--- src/hdl/spmc_pkg.sv ---
// Package for the sorted pixel merge/clip block: transaction types,
// request and register codes, control/status structs.
// No dependencies.
package spmc_pkg;

  // Default list capacity
  localparam int LIST_DEPTH_DEF = 512;

  // Coordinate and color widths
  localparam int COORD_W = 16;
  localparam int COLOR_W = 16;
  localparam int CLIP_W  = 15;

  // List entry widths: erase holds (x,y), draw holds (x,y,color)
  localparam int ERASE_W = 2 * COORD_W;
  localparam int DRAW_W  = 2 * COORD_W + COLOR_W;

  // Request codes
  localparam logic [1:0] REQ_LOAD_ERASE = 2'd0;
  localparam logic [1:0] REQ_LOAD_DRAW  = 2'd1;
  localparam logic [1:0] REQ_PULL       = 2'd2;

  // Configuration register indexes
  localparam logic REG_CLIP_X = 1'b0;
  localparam logic REG_CLIP_Y = 1'b1;

  // Configuration reset values
  localparam logic [CLIP_W-1:0] CLIP_X_RST = 15'd240;
  localparam logic [CLIP_W-1:0] CLIP_Y_RST = 15'd320;

  // Input transaction
  typedef struct packed {
    logic [1:0]                req_type;
    logic signed [COORD_W-1:0] pos_x;
    logic signed [COORD_W-1:0] pos_y;
    logic [COLOR_W-1:0]        color;
  } in_t;

  // Result transaction
  typedef struct packed {
    logic                      pix_valid;
    logic signed [COORD_W-1:0] pix_x;
    logic signed [COORD_W-1:0] pix_y;
    logic [COLOR_W-1:0]        pix_color;
    logic                      merge_done;
  } out_t;

  // Controller to datapath commands
  typedef struct packed {
    logic load_erase;  // append input to erase list
    logic load_draw;   // append input to draw list
    logic pick;        // advance the read pointer of the selected head
    logic emit_pix;    // register selected head as a pixel write
    logic emit_done;   // register done result, clear all counters
  } cmd_t;

  // Datapath to controller status
  typedef struct packed {
    logic exhausted;   // both lists fully read
    logic visible;     // selected head lies inside the clip box
  } sts_t;

endpackage

--- src/hdl/spmc_ctrl.sv ---
// Controller FSM for the sorted pixel merge/clip block.
// Depends on spmc_pkg (cmd_t, sts_t, request codes).
module spmc_ctrl
  import spmc_pkg::*;
(
  input  logic       clk,
  input  logic       rst_n,
  input  logic       start,
  input  logic [1:0] req_type,
  input  sts_t       sts,
  output logic       busy,
  output cmd_t       cmd
);

  // State codes
  localparam logic [1:0] ST_IDLE  = 2'd0;
  localparam logic [1:0] ST_EVAL  = 2'd1;
  localparam logic [1:0] ST_FETCH = 2'd2;

  logic [1:0] state_r;
  logic [1:0] state_nxt;

  always_ff @(posedge clk) begin
    if (!rst_n) begin
      state_r <= ST_IDLE;
    end else begin
      state_r <= state_nxt;
    end
  end

  // Next state and commands
  always_comb begin
    state_nxt = state_r;
    cmd       = '0;
    busy      = 1'b1;
    unique case (state_r)
      ST_IDLE: begin
        busy = 1'b0;
        if (start) begin
          unique case (req_type)
            REQ_LOAD_ERASE: cmd.load_erase = 1'b1;
            REQ_LOAD_DRAW:  cmd.load_draw  = 1'b1;
            REQ_PULL:       state_nxt      = ST_EVAL;
            default:        ;
          endcase
        end
      end
      ST_EVAL: begin
        // heads are on the RAM outputs here
        if (sts.exhausted) begin
          cmd.emit_done = 1'b1;
          state_nxt     = ST_IDLE;
        end else begin
          cmd.pick = 1'b1;
          if (sts.visible) begin
            cmd.emit_pix = 1'b1;
            state_nxt    = ST_IDLE;
          end else begin
            state_nxt = ST_FETCH;
          end
        end
      end
      ST_FETCH: begin
        // the RAMs read the advanced pointer in this state
        state_nxt = ST_EVAL;
      end
      default: begin
        state_nxt = ST_IDLE;
      end
    endcase
  end

endmodule

--- config.mk ---
export PLATFORM = sky130hd
export DESIGN_NAME = spmc_ctrl
export DESIGN_NICKNAME = d
export VERILOG_FILES = /design/src/hdl/spmc_pkg.sv /design/src/hdl/spmc_ctrl.sv
export SDC_FILE = /design/constraint.sdc
export NUM_CORES = 1
export LEC_CHECK = 0
export ABC_AREA = 1
export BUFFER_PORTS_ARGS = -buffer_cell sky130_fd_sc_hd__clkbuf_2
export CORE_AREA = 2 2 39 41
export DETAILED_ROUTE_END_ITERATION = 10
export DIE_AREA = 0 0 41 43
export PLACE_DENSITY = 0.3
export REMOVE_ABC_BUFFERS = 1
export SYNTH_ARGS = -nofsm -noshare
export SYNTH_HDL_FRONTEND = slang
export SYNTH_SLANG_ARGS = --single-unit
--- constraint.sdc ---
create_clock -name clk -period 1.2 [get_ports clk]
set_clock_uncertainty 0.2 [all_clocks]
set_input_delay 0.36 -clock clk [delete_from_list [all_inputs] [get_ports clk]]
set_output_delay 0.36 -clock clk [all_outputs]
set_load 0.01 [all_outputs]
# == Word-level counts from Yosys, hierarchy flattened ==
# Index checks and enable logic that the tools add are counted.
# word_totals
regBits,2
in_bits,7
out_inout_bits,6
elab_cells,24
# classes
n_eq_ne,6
muxes,14
n_reduce_logical,3
# op_table
operator,n
$mux 2,7
$pmux 2 s3,1
$mux 1,5
$eq 2x1->1 const B,2
$eq 2x2->1 const B,2
$logic_not 2->1,2
$mux 3,1
$ne 2x1->1 const B,1
$ne 2x2->1 const B,1
$reduce_and 2->1,1

# == Longest topological paths before layout ==
# Gate-level depths: netlist of the first run.
# depth
word_depth,4
ltp_mapped,3
ltp_nobuf,3

# == Worst setup path after synthesis of the first run ==
# Ideal clock, no wire load.
# synth_path
path_kind,flip-flop to output port
start,register state_r[0]
end,output cmd[3] (netlist bit)
t_arrival_ns,0.764
required_time_ns,0.640
setup_slack_ns,-0.124
path_stages_with_launch,4
n_path_buf,0
path_cell_list,dfxtp_1 nor2_2 inv_2 nor3_1
# synth_rtl
item,line,rtl
"start, declared",spmc_ctrl.sv:20,logic [1:0] state_r;
"start signal, assigned",spmc_ctrl.sv:27,state_r <= state_nxt;
"end, declared",spmc_ctrl.sv:12,output cmd_t cmd

# == Final worst setup path of the first run ==
# layout_path
start,register state_r[1]
end,output busy
# layout_between
elab_chain_cells,2
# layout_rtl
item,line,rtl
$logic_not 2->1,spmc_ctrl.sv:36,unique case (state_r)
$mux 1,spmc_ctrl.sv:36,
"end, declared",spmc_ctrl.sv:11,"output logic busy,"
# No other way between the ends.

==> results of run 1 <==
## cell usage in the layout (no fill, tap or decap), drive strengths merged
master	Yosys	layout
buf	0	16
clkbuf	0	9
inv	7	7
nor3	4	4
nand2	4	4
nor2	3	3
dfxtp	2	2
nand3	1	1
a21oi	1	1
## final timing paths
path | start | cells past startpoint | end | slack (ns)
max | state_r[1]$_SDFFE_PN0P_ | 4 | busy | -0.30
min | rst_n | 3 | state_r[0]$_SDFFE_PN0P_ | 0.16
max reg2reg | state_r[0]$_SDFFE_PN0P_ | 5 | state_r[0]$_SDFFE_PN0P_ | 0.06
min reg2reg | state_r[0]$_SDFFE_PN0P_ | 3 | state_r[0]$_SDFFE_PN0P_ | 0.32
## kinds of logic after synthesis
group,after synthesis,synth area share
compound gates,1,0.0384
buf+inv,7,0.202
flops,2,0.308
simple gates,12,0.452
## routing by layer
layer | part of all wire | up-vias | track usage
met2 | 0.43 | 13 | 0.0719
li1 | - | 115 | -
met4 | 0 | 0 | 0.0600
met3 | 0.16 | 0 | 0.0314
met5 | 0 | - | 0
met1 | 0.41 | 82 | 0.0641
## final cells by class
type,count,share of cell area
well taps,16,0.0590
multi-input cells,13,0.255
flip-flops and latches,2,0.125
inverters,7,0.0775
repair buffers,22,0.417
clock buffers,3,0.0664
## metrics by stage
step / TNS [ns] / instances / worst slack (ns) / utilization
floorplan: -0.324 / 22 / -0.124 / -
global placement: -0.887 / 56 / -0.236 / 0.184
detailed placement: -0.884 / 56 / -0.229 / 0.184
CTS: -1.80 / 61 / -0.336 / 0.226
global route: -1.95 / 63 / -0.353 / 0.245
finish: -1.67 / 63 / -0.301 / 0.245
## where the power goes
group	internal (W)	switching (W)	total, W
sequential	0.0000701	0.00000318	0.0000732
combinational	0.0000466	0.0000335	0.0000801
clock	0.000110	0.0000343	0.000144
total	0.000227	0.0000710	0.000298
## worst max-delay path: stages, from the launching register on
cell	delay (ns)
dfxtp_2	0.32
nor2_4	0.11
inv_2	0.06
buf_4	0.13
buf_6	0.11
## timing repair
item	in CTS	in global routing
gates resized for setup	6	9
pin swaps	1	0
endpoints found under the setup margin	6	6
setup buffers	2	2
cloned	0	0
==> results.cfg, run 1 <==
[cells_and_area]
num-nets-final = 56
regMostFlops = state_r
multiInputGateArea_um2 = 86.3
finalInstanceArea_um2 = 339
n_antenna_cell = 0
reg_top3 = state_r: 2 flops
area_delta_synth_final_pct = 161
drive_gt1_frac = 0.723
final-seq-area_um2 = 42.5
fill_cells = 161
largest_reg_flops = 2

[timing]
fmaxAchievable_mhz = 666
setup_viol = 6
relSlewSlack = 0.922
hold_viol = 0
rsz0062_at_grt = yes
fin_hold_ws_ns = 0.163
slew_violations = 0
finalCritPeriodShare = 1.25
post-route-min-period_ns = 1.50
tightest_slew_ns = 0.117
layout_setup_ws_ns = -0.301

[place]
routabilityCongestion = 0.568
io_buffers = 12
dp_hpwl_um = 314
dpl_cell_area_um2 = 255

[synthesis]
synth_area_leaders = dfxtp_1 31%, inv_1 17%, nor3_1 12%, nand2_1 12%, nor3_2 7.7%
synth.most_common_cell = inv_1
synth_area_per_cell_um2 = 5.91
synth_top_area_cell = dfxtp_1
synthCells = 22
yosysUniqueCellTypes = 10
synth_seq_cells = 2
async_reset_ff_frac = 0
synth_ff_type = dfxtp_1
yosys_warnings = 0
netlist_area_um2 = 130
synth_edf_count = 0
yosysSeqAreaShare = 0.308
synth_top_area_frac = 0.308
synthTopCellsByCount = 6 x inv_1, 4 x nand2_1, 3 x nor3_1, 2 x dfxtp_1, 2 x nor2_1

[global_route]
antenna_found_initial = 0
grt_first_pass_wirelength_um = 627
grt_usage = 0.0582
grt_max_degree = 5
grt_pass1_vias = 190
grt-ovfl-total = 0

[detailed_routing]
via_per_inst = 3.33
dr.first_iter.drc_count = 0
first_pass_iters = 1
vias = 210
wire_per_inst_um = 6.60
drc_errors = 0
drt-total-wl_um = 416
drtAntennaViolNets = 0

[cts]
clk_latency_ns = 0.22
cts_num_sinks = 2
numCtsBuffers = 3
clk_pin_slew_worst_paths_ns = 0.03
ctsLongestPathBuffers = 2
cts_tree = yes
root_buffer = clkbuf_4
holdBufCountCts = 0
htreeDepth = 1

[floorplanning]
initial_core_util = 0.0940
fp.dieH_um = 43
die_w_um = 41
ios = 13
core_um2 = 1380
placementRows = 14
die_area_um2 = 1760

[worst_hold_path]
holdCritPathClass = primary input to flop

[power_and_ir_drop]
power_density_nw_per_um2 = 878
finalPower_w = 0.000298
vdd_ir_drop_max_v = 0.000214
power_leakage_nw = 0.191

[setup_path]
start_kind = flop
critPathRequiredTime_ns = 0.64
worstSetupEndpointType = output pin
crit_type = flop to output pin
worstPathMaxFanout = 3
cp.arrival_ns = 0.94

[outcome]
status = finished with violations
violations = negative setup slack

[job]
maxCapViolCount = 0
No activity file was read; power rests on OpenSTA's default activity.
==> inputs of run 2 (changes only) <==
--- a/config.mk
+++ b/config.mk
@@ -7,9 +7,9 @@
 export LEC_CHECK = 0
 export ABC_AREA = 1
 export BUFFER_PORTS_ARGS = -buffer_cell sky130_fd_sc_hd__clkbuf_2
-export CORE_AREA = 2 2 39 41
+export CORE_AREA = 5 5 42 44
 export DETAILED_ROUTE_END_ITERATION = 10
-export DIE_AREA = 0 0 41 43
+export DIE_AREA = 0 0 47 49
 export PLACE_DENSITY = 0.3
 export REMOVE_ABC_BUFFERS = 1
 export SYNTH_ARGS = -nofsm -noshare
==> constraint.sdc (replaced) <==
create_clock -name clk -period 1.9 [get_ports clk]
set_clock_uncertainty 0.2 [all_clocks]
set_input_delay 0.57 -clock clk [delete_from_list [all_inputs] [get_ports clk]]
set_output_delay 0.57 -clock clk [all_outputs]
set_load 0.01 [all_outputs]
==> results.cfg, run 2 (same netlist as run 1, synthesis figures left out) <==
[setup_path]
reg2reg_slack_ns = 1.00
worstSetupEndpointType = output pin
crit_type = primary input to output pin
worstPathMaxFanout = 2
start_kind = primary input
cp.arrival_ns = 1.09
critPathRequiredTime_ns = 1.13

[cts]
ctsLongestPathBuffers = 2
cts_tree = yes
holdBufCountCts = 0
cts-resized-gates = 0
root_buffer = clkbuf_4
clk_latency_ns = 0.22
cts_num_sinks = 2
cts_setup_buffers = 0
htreeDepth = 1
numCtsBuffers = 3
clk_pin_slew_worst_paths_ns = 0.03

[place]
dp_hpwl_um = 314
placed_cells = 50
io_buffers = 12
dpl_cell_area_um2 = 210
routabilityCongestion = 0.612

[global_route]
antenna_found_initial = 0
grt_usage = 0.0457
grt_max_degree = 5
grt_first_pass_wirelength_um = 683
grt-ovfl-total = 0
grt_pass1_vias = 169

[floorplanning]
die_area_um2 = 2300
initial_core_util = 0.0929
fp.dieH_um = 49
ios = 13
die_w_um = 47
core_um2 = 1400
placementRows = 14

[timing]
setup_viol = 0
relSlewSlack = 0.904
finalCritPeriodShare = 0.981
post-route-min-period_ns = 1.86
fmaxAchievable_mhz = 537
tightest_slew_ns = 0.143
hold_viol = 0
rsz0062_at_grt = yes
slew_violations = 0

[cells_and_area]
layout.cells.non_filler = 53
drive_gt1_frac = 0.514
regMostFlops = state_r
mostFrequentLayoutCell = clkbuf_2
largest_reg_flops = 2
mostFrequentLayoutCells = 10 x clkbuf_2, 6 x inv_1, 4 x nand2_1, 3 x clkbuf_4
area_delta_synth_final_pct = 82.7
finalInstanceArea_um2 = 238
reg_top3 = state_r: 2 flops
num-nets-final = 46
n_antenna_cell = 0

[outcome]
status = finished, final reports clean

[power_and_ir_drop]
vdd_ir_drop_max_v = 0.000210
power_density_nw_per_um2 = 708
power_leakage_nw = 0.135

[detailed_routing]
dr.first_iter.drc_count = 2
drc_errors = 0
drtAntennaViolNets = 0
drt-total-wl_um = 389
via_per_inst = 3.25
first_pass_iters = 3
vias = 172
wire_per_inst_um = 7.34

[worst_hold_path]
holdCritPathClass = flop to flop

[job]
maxCapViolCount = 0
[run 2: cell types whose count changed in the layout (fill, tap and decap cells not counted)]
cell,change
clkbuf_2,+4
nor2_4,-1
buf_4,-10
buf_6,-1
buf_2,-3
nor3_1,+2
dfxtp_1,+2
nand2_2,-1
nor3_2,-2
dfxtp_2,-2
nor2_2,+1
nand2_1,+1
[run 2: power breakdown]
| group | internal [W] | switching [W] |
|---|---|---|
| Clock | 0.0000697 | 0.0000242 |
| Sequential | 0.0000439 | 0.00000122 |
| Combinational | 0.0000126 | 0.0000168 |
[run 2: final timing paths]
path | to | start | cells past startpoint
setup reg to reg | state_r[1]$_SDFFE_PN0P_ | state_r[0]$_SDFFE_PN0P_ | 2
hold reg to reg | state_r[0]$_SDFFE_PN0P_ | state_r[0]$_SDFFE_PN0P_ | 3
setup / recovery | cmd[4] | req_type[1] | 5
hold / removal | state_r[0]$_SDFFE_PN0P_ | state_r[0]$_SDFFE_PN0P_ | 3
[run 2: per-layer routing]
| metal | global-route usage | routed length, um | up-vias |
|---|---|---|---|
| li1 | - | - | 95 |
| met1 | 0.0437 | 171 | 62 |
| met2 | 0.0520 | 119 | 15 |
| met3 | 0.0590 | 98 | 0 |
| met4 | 0.0276 | 0 | 0 |
| met5 | 0 | 0 | - |
[run 2: final cells by class]
| class | instances | area [um^2] |
|---|---|---|
| Multi-Input combinational cell | 13 | 68.8 |
| Sequential cell | 2 | 40.0 |
| Tap cell | 16 | 20.0 |
| Timing Repair Buffer | 12 | 60.1 |
| Inverter | 7 | 26.3 |
| Clock buffer | 3 | 22.5 |
| Fill cell | 170 | 1160 |
[run 2: stage by stage]
step | setup WS, ns | utilization | TNS [ns] | total power [W] | hold slack (ns)
floorplan | 0.180 | - | 0 | 0.0000600 | 0.299
global placement | 0.0393 | 0.150 | 0 | 0.0000749 | 0.345
detailed placement | 0.0420 | 0.150 | 0 | 0.0000746 | 0.338
CTS | 0.0401 | 0.166 | 0 | 0.000174 | 0.344
global route | -0.00449 | 0.170 | -0.00449 | 0.000187 | 0.372
finish | 0.0370 | 0.170 | 0 | 0.000168 | 0.341
[run 2: critical path, stage by stage]
cell	delay (ns)
clkbuf_2	0.09
inv_1	0.05
nand2_1	0.07
nor3_1	0.16
buf_2	0.16
==> inputs of run 3 (changes only) <==
--- a/config.mk
+++ b/config.mk
@@ -8,9 +8,9 @@
 export ABC_AREA = 1
 export BUFFER_PORTS_ARGS = -buffer_cell sky130_fd_sc_hd__clkbuf_2
 export CORE_AREA = 5 5 42 44
+export CTS_CLUSTER_SIZE = 24
 export DETAILED_ROUTE_END_ITERATION = 10
 export DIE_AREA = 0 0 47 49
-export PLACE_DENSITY = 0.3
 export REMOVE_ABC_BUFFERS = 1
 export SYNTH_ARGS = -nofsm -noshare
 export SYNTH_HDL_FRONTEND = slang
==> results.cfg, run 3 (same netlist as run 1, synthesis figures left out) <==
[detailed_routing]
via_per_inst = 3.25
wire_per_inst_um = 6.77
dr.first_iter.drc_count = 4
drtAntennaViolNets = 0
first_pass_iters = 2
vias = 172
drt-total-wl_um = 359
drc_errors = 0

[cts]
cts_num_sinks = 2
holdBufCountCts = 0
numCtsBuffers = 3
clk_latency_ns = 0.23
htreeDepth = 1
clk_pin_slew_worst_paths_ns = 0.03
ctsLongestPathBuffers = 2
root_buffer = clkbuf_4
cts_tree = yes

[timing]
hold_viol = 0
setup_viol = 0
post-route-min-period_ns = 1.84
rsz0062_at_grt = yes
fin_hold_ws_ns = 0.335
slew_violations = 0
fmaxAchievable_mhz = 544
tightest_slew_ns = 0.169
tns_ns = 0
finalCritPeriodShare = 0.967
relSlewSlack = 0.887

[setup_path]
worstPathMaxFanout = 2
cp_slowest_stage_delay_ns = 0.16
critPathTopFamily = buffers and inverters
critPathRequiredTime_ns = 1.13
crit_type = primary input to output pin
crit_chain = clkbuf_2 > inv_1 > nand2_1 > nor3_1 > buf_2
crit_path_top_delay_cell = nor3_1
worstSetupEndpointType = output pin
start_kind = primary input
cp.arrival_ns = 1.07
crit_buf_inv = 3

[global_route]
grt_pass1_vias = 179
grt_usage = 0.0415
grt-ovfl-total = 0
antenna_found_initial = 0
grt_first_pass_wirelength_um = 614
grt_max_degree = 5

[cells_and_area]
fin_util = 0.170
num-nets-final = 46
regMostFlops = state_r
multiInputGateArea_um2 = 68.8
largest_reg_flops = 2
mostFrequentLayoutCells = 10 x clkbuf_2, 6 x inv_1, 4 x nand2_1, 3 x clkbuf_4
finalInstanceArea_um2 = 238
area_delta_synth_final_pct = 82.7
drive_gt1_frac = 0.514
mostFrequentLayoutCell = clkbuf_2
n_antenna_cell = 0
final-seq-area_um2 = 40.0
reg_top3 = state_r: 2 flops
fill_cells = 172

[place]
routabilityCongestion = 0.652
dpl_cell_area_um2 = 210
dp_hpwl_um = 292
io_buffers = 12

[job]
maxCapViolCount = 0

[power_and_ir_drop]
power_leakage_nw = 0.136
vdd_ir_drop_max_v = 0.000202
power_density_nw_per_um2 = 721

[worst_hold_path]
holdCritPathClass = flop to flop

[floorplanning]
core_um2 = 1400
ios = 13
die_area_um2 = 2300
placementRows = 14
fp.dieH_um = 49
initial_core_util = 0.0929
die_w_um = 47

[outcome]
status = finished, final reports clean
==> run 3: cell counts in the layout (fill, tap and decap cells not counted) <==
No cell type changed its count.
==> run 3: worst paths after layout <==
path	start	to	slack [ns]	cells after the start
setup reg to reg	state_r[0]$_SDFFE_PN0P_	state_r[1]$_SDFFE_PN0P_	0.99	2
hold / removal	state_r[0]$_SDFFE_PN0P_	state_r[0]$_SDFFE_PN0P_	0.33	3
hold reg to reg	state_r[0]$_SDFFE_PN0P_	state_r[0]$_SDFFE_PN0P_	0.33	3
setup / recovery	req_type[1]	cmd[4]	0.06	5
==> run 3: worst min-delay path, delay by kind of cell, from the launching register on <==
family | cells | cell delay (ns)
flops | 1 | 0.35
buf+inv | 1 | 0.05
simple gates | 1 | 0.05
compound gates | 1 | 0.04
==> run 3: per-layer routing <==
layer / vias to the layer above / routed length, um / track usage / share of wire
met5: - / 0 / 0 / 0
met4: 0 / 0 / 0.0276 / 0
met3: 0 / 80 / 0.0480 / 0.22
met2: 13 / 102 / 0.0520 / 0.28
met1: 63 / 176 / 0.0372 / 0.49
li1: 96 / - / - / -
==> run 3: power by group <==
| part | internal, W | total (W) | switching (W) |
|---|---|---|---|
| logic | 0.0000125 | 0.0000287 | 0.0000163 |
| clock network | 0.0000700 | 0.0000976 | 0.0000277 |
| registers | 0.0000439 | 0.0000451 | 0.00000125 |
==> run 3: area by class of cell <==
type                            instances  area share
Timing Repair Buffer                   12       0.253
Multi-Input combinational cell         13       0.289
Sequential cell                         2       0.168
Tap cell                               16      0.0842
Inverter                                7       0.111
Clock buffer                            3      0.0947
==> run 3: metrics by stage <==
step | std cells | worst slack (ns) | total power, W
global placement | 50 | 0.0605 | 0.0000736
detailed placement | 50 | 0.0429 | 0.0000743
global route | 53 | -0.00904 | 0.000186
floorplan | 22 | 0.180 | 0.0000600
CTS | 53 | 0.0416 | 0.000179
finish | 53 | 0.0624 | 0.000171
==> run 3: what timing repair did <==
| action | CTS | global route |
|---|---|---|
| endpoints found under the setup margin | 0 | 3 |
| endpoints found under the hold margin | 0 | 0 |
| setup buffers | 0 | 0 |
| gates resized for setup | 0 | 3 |
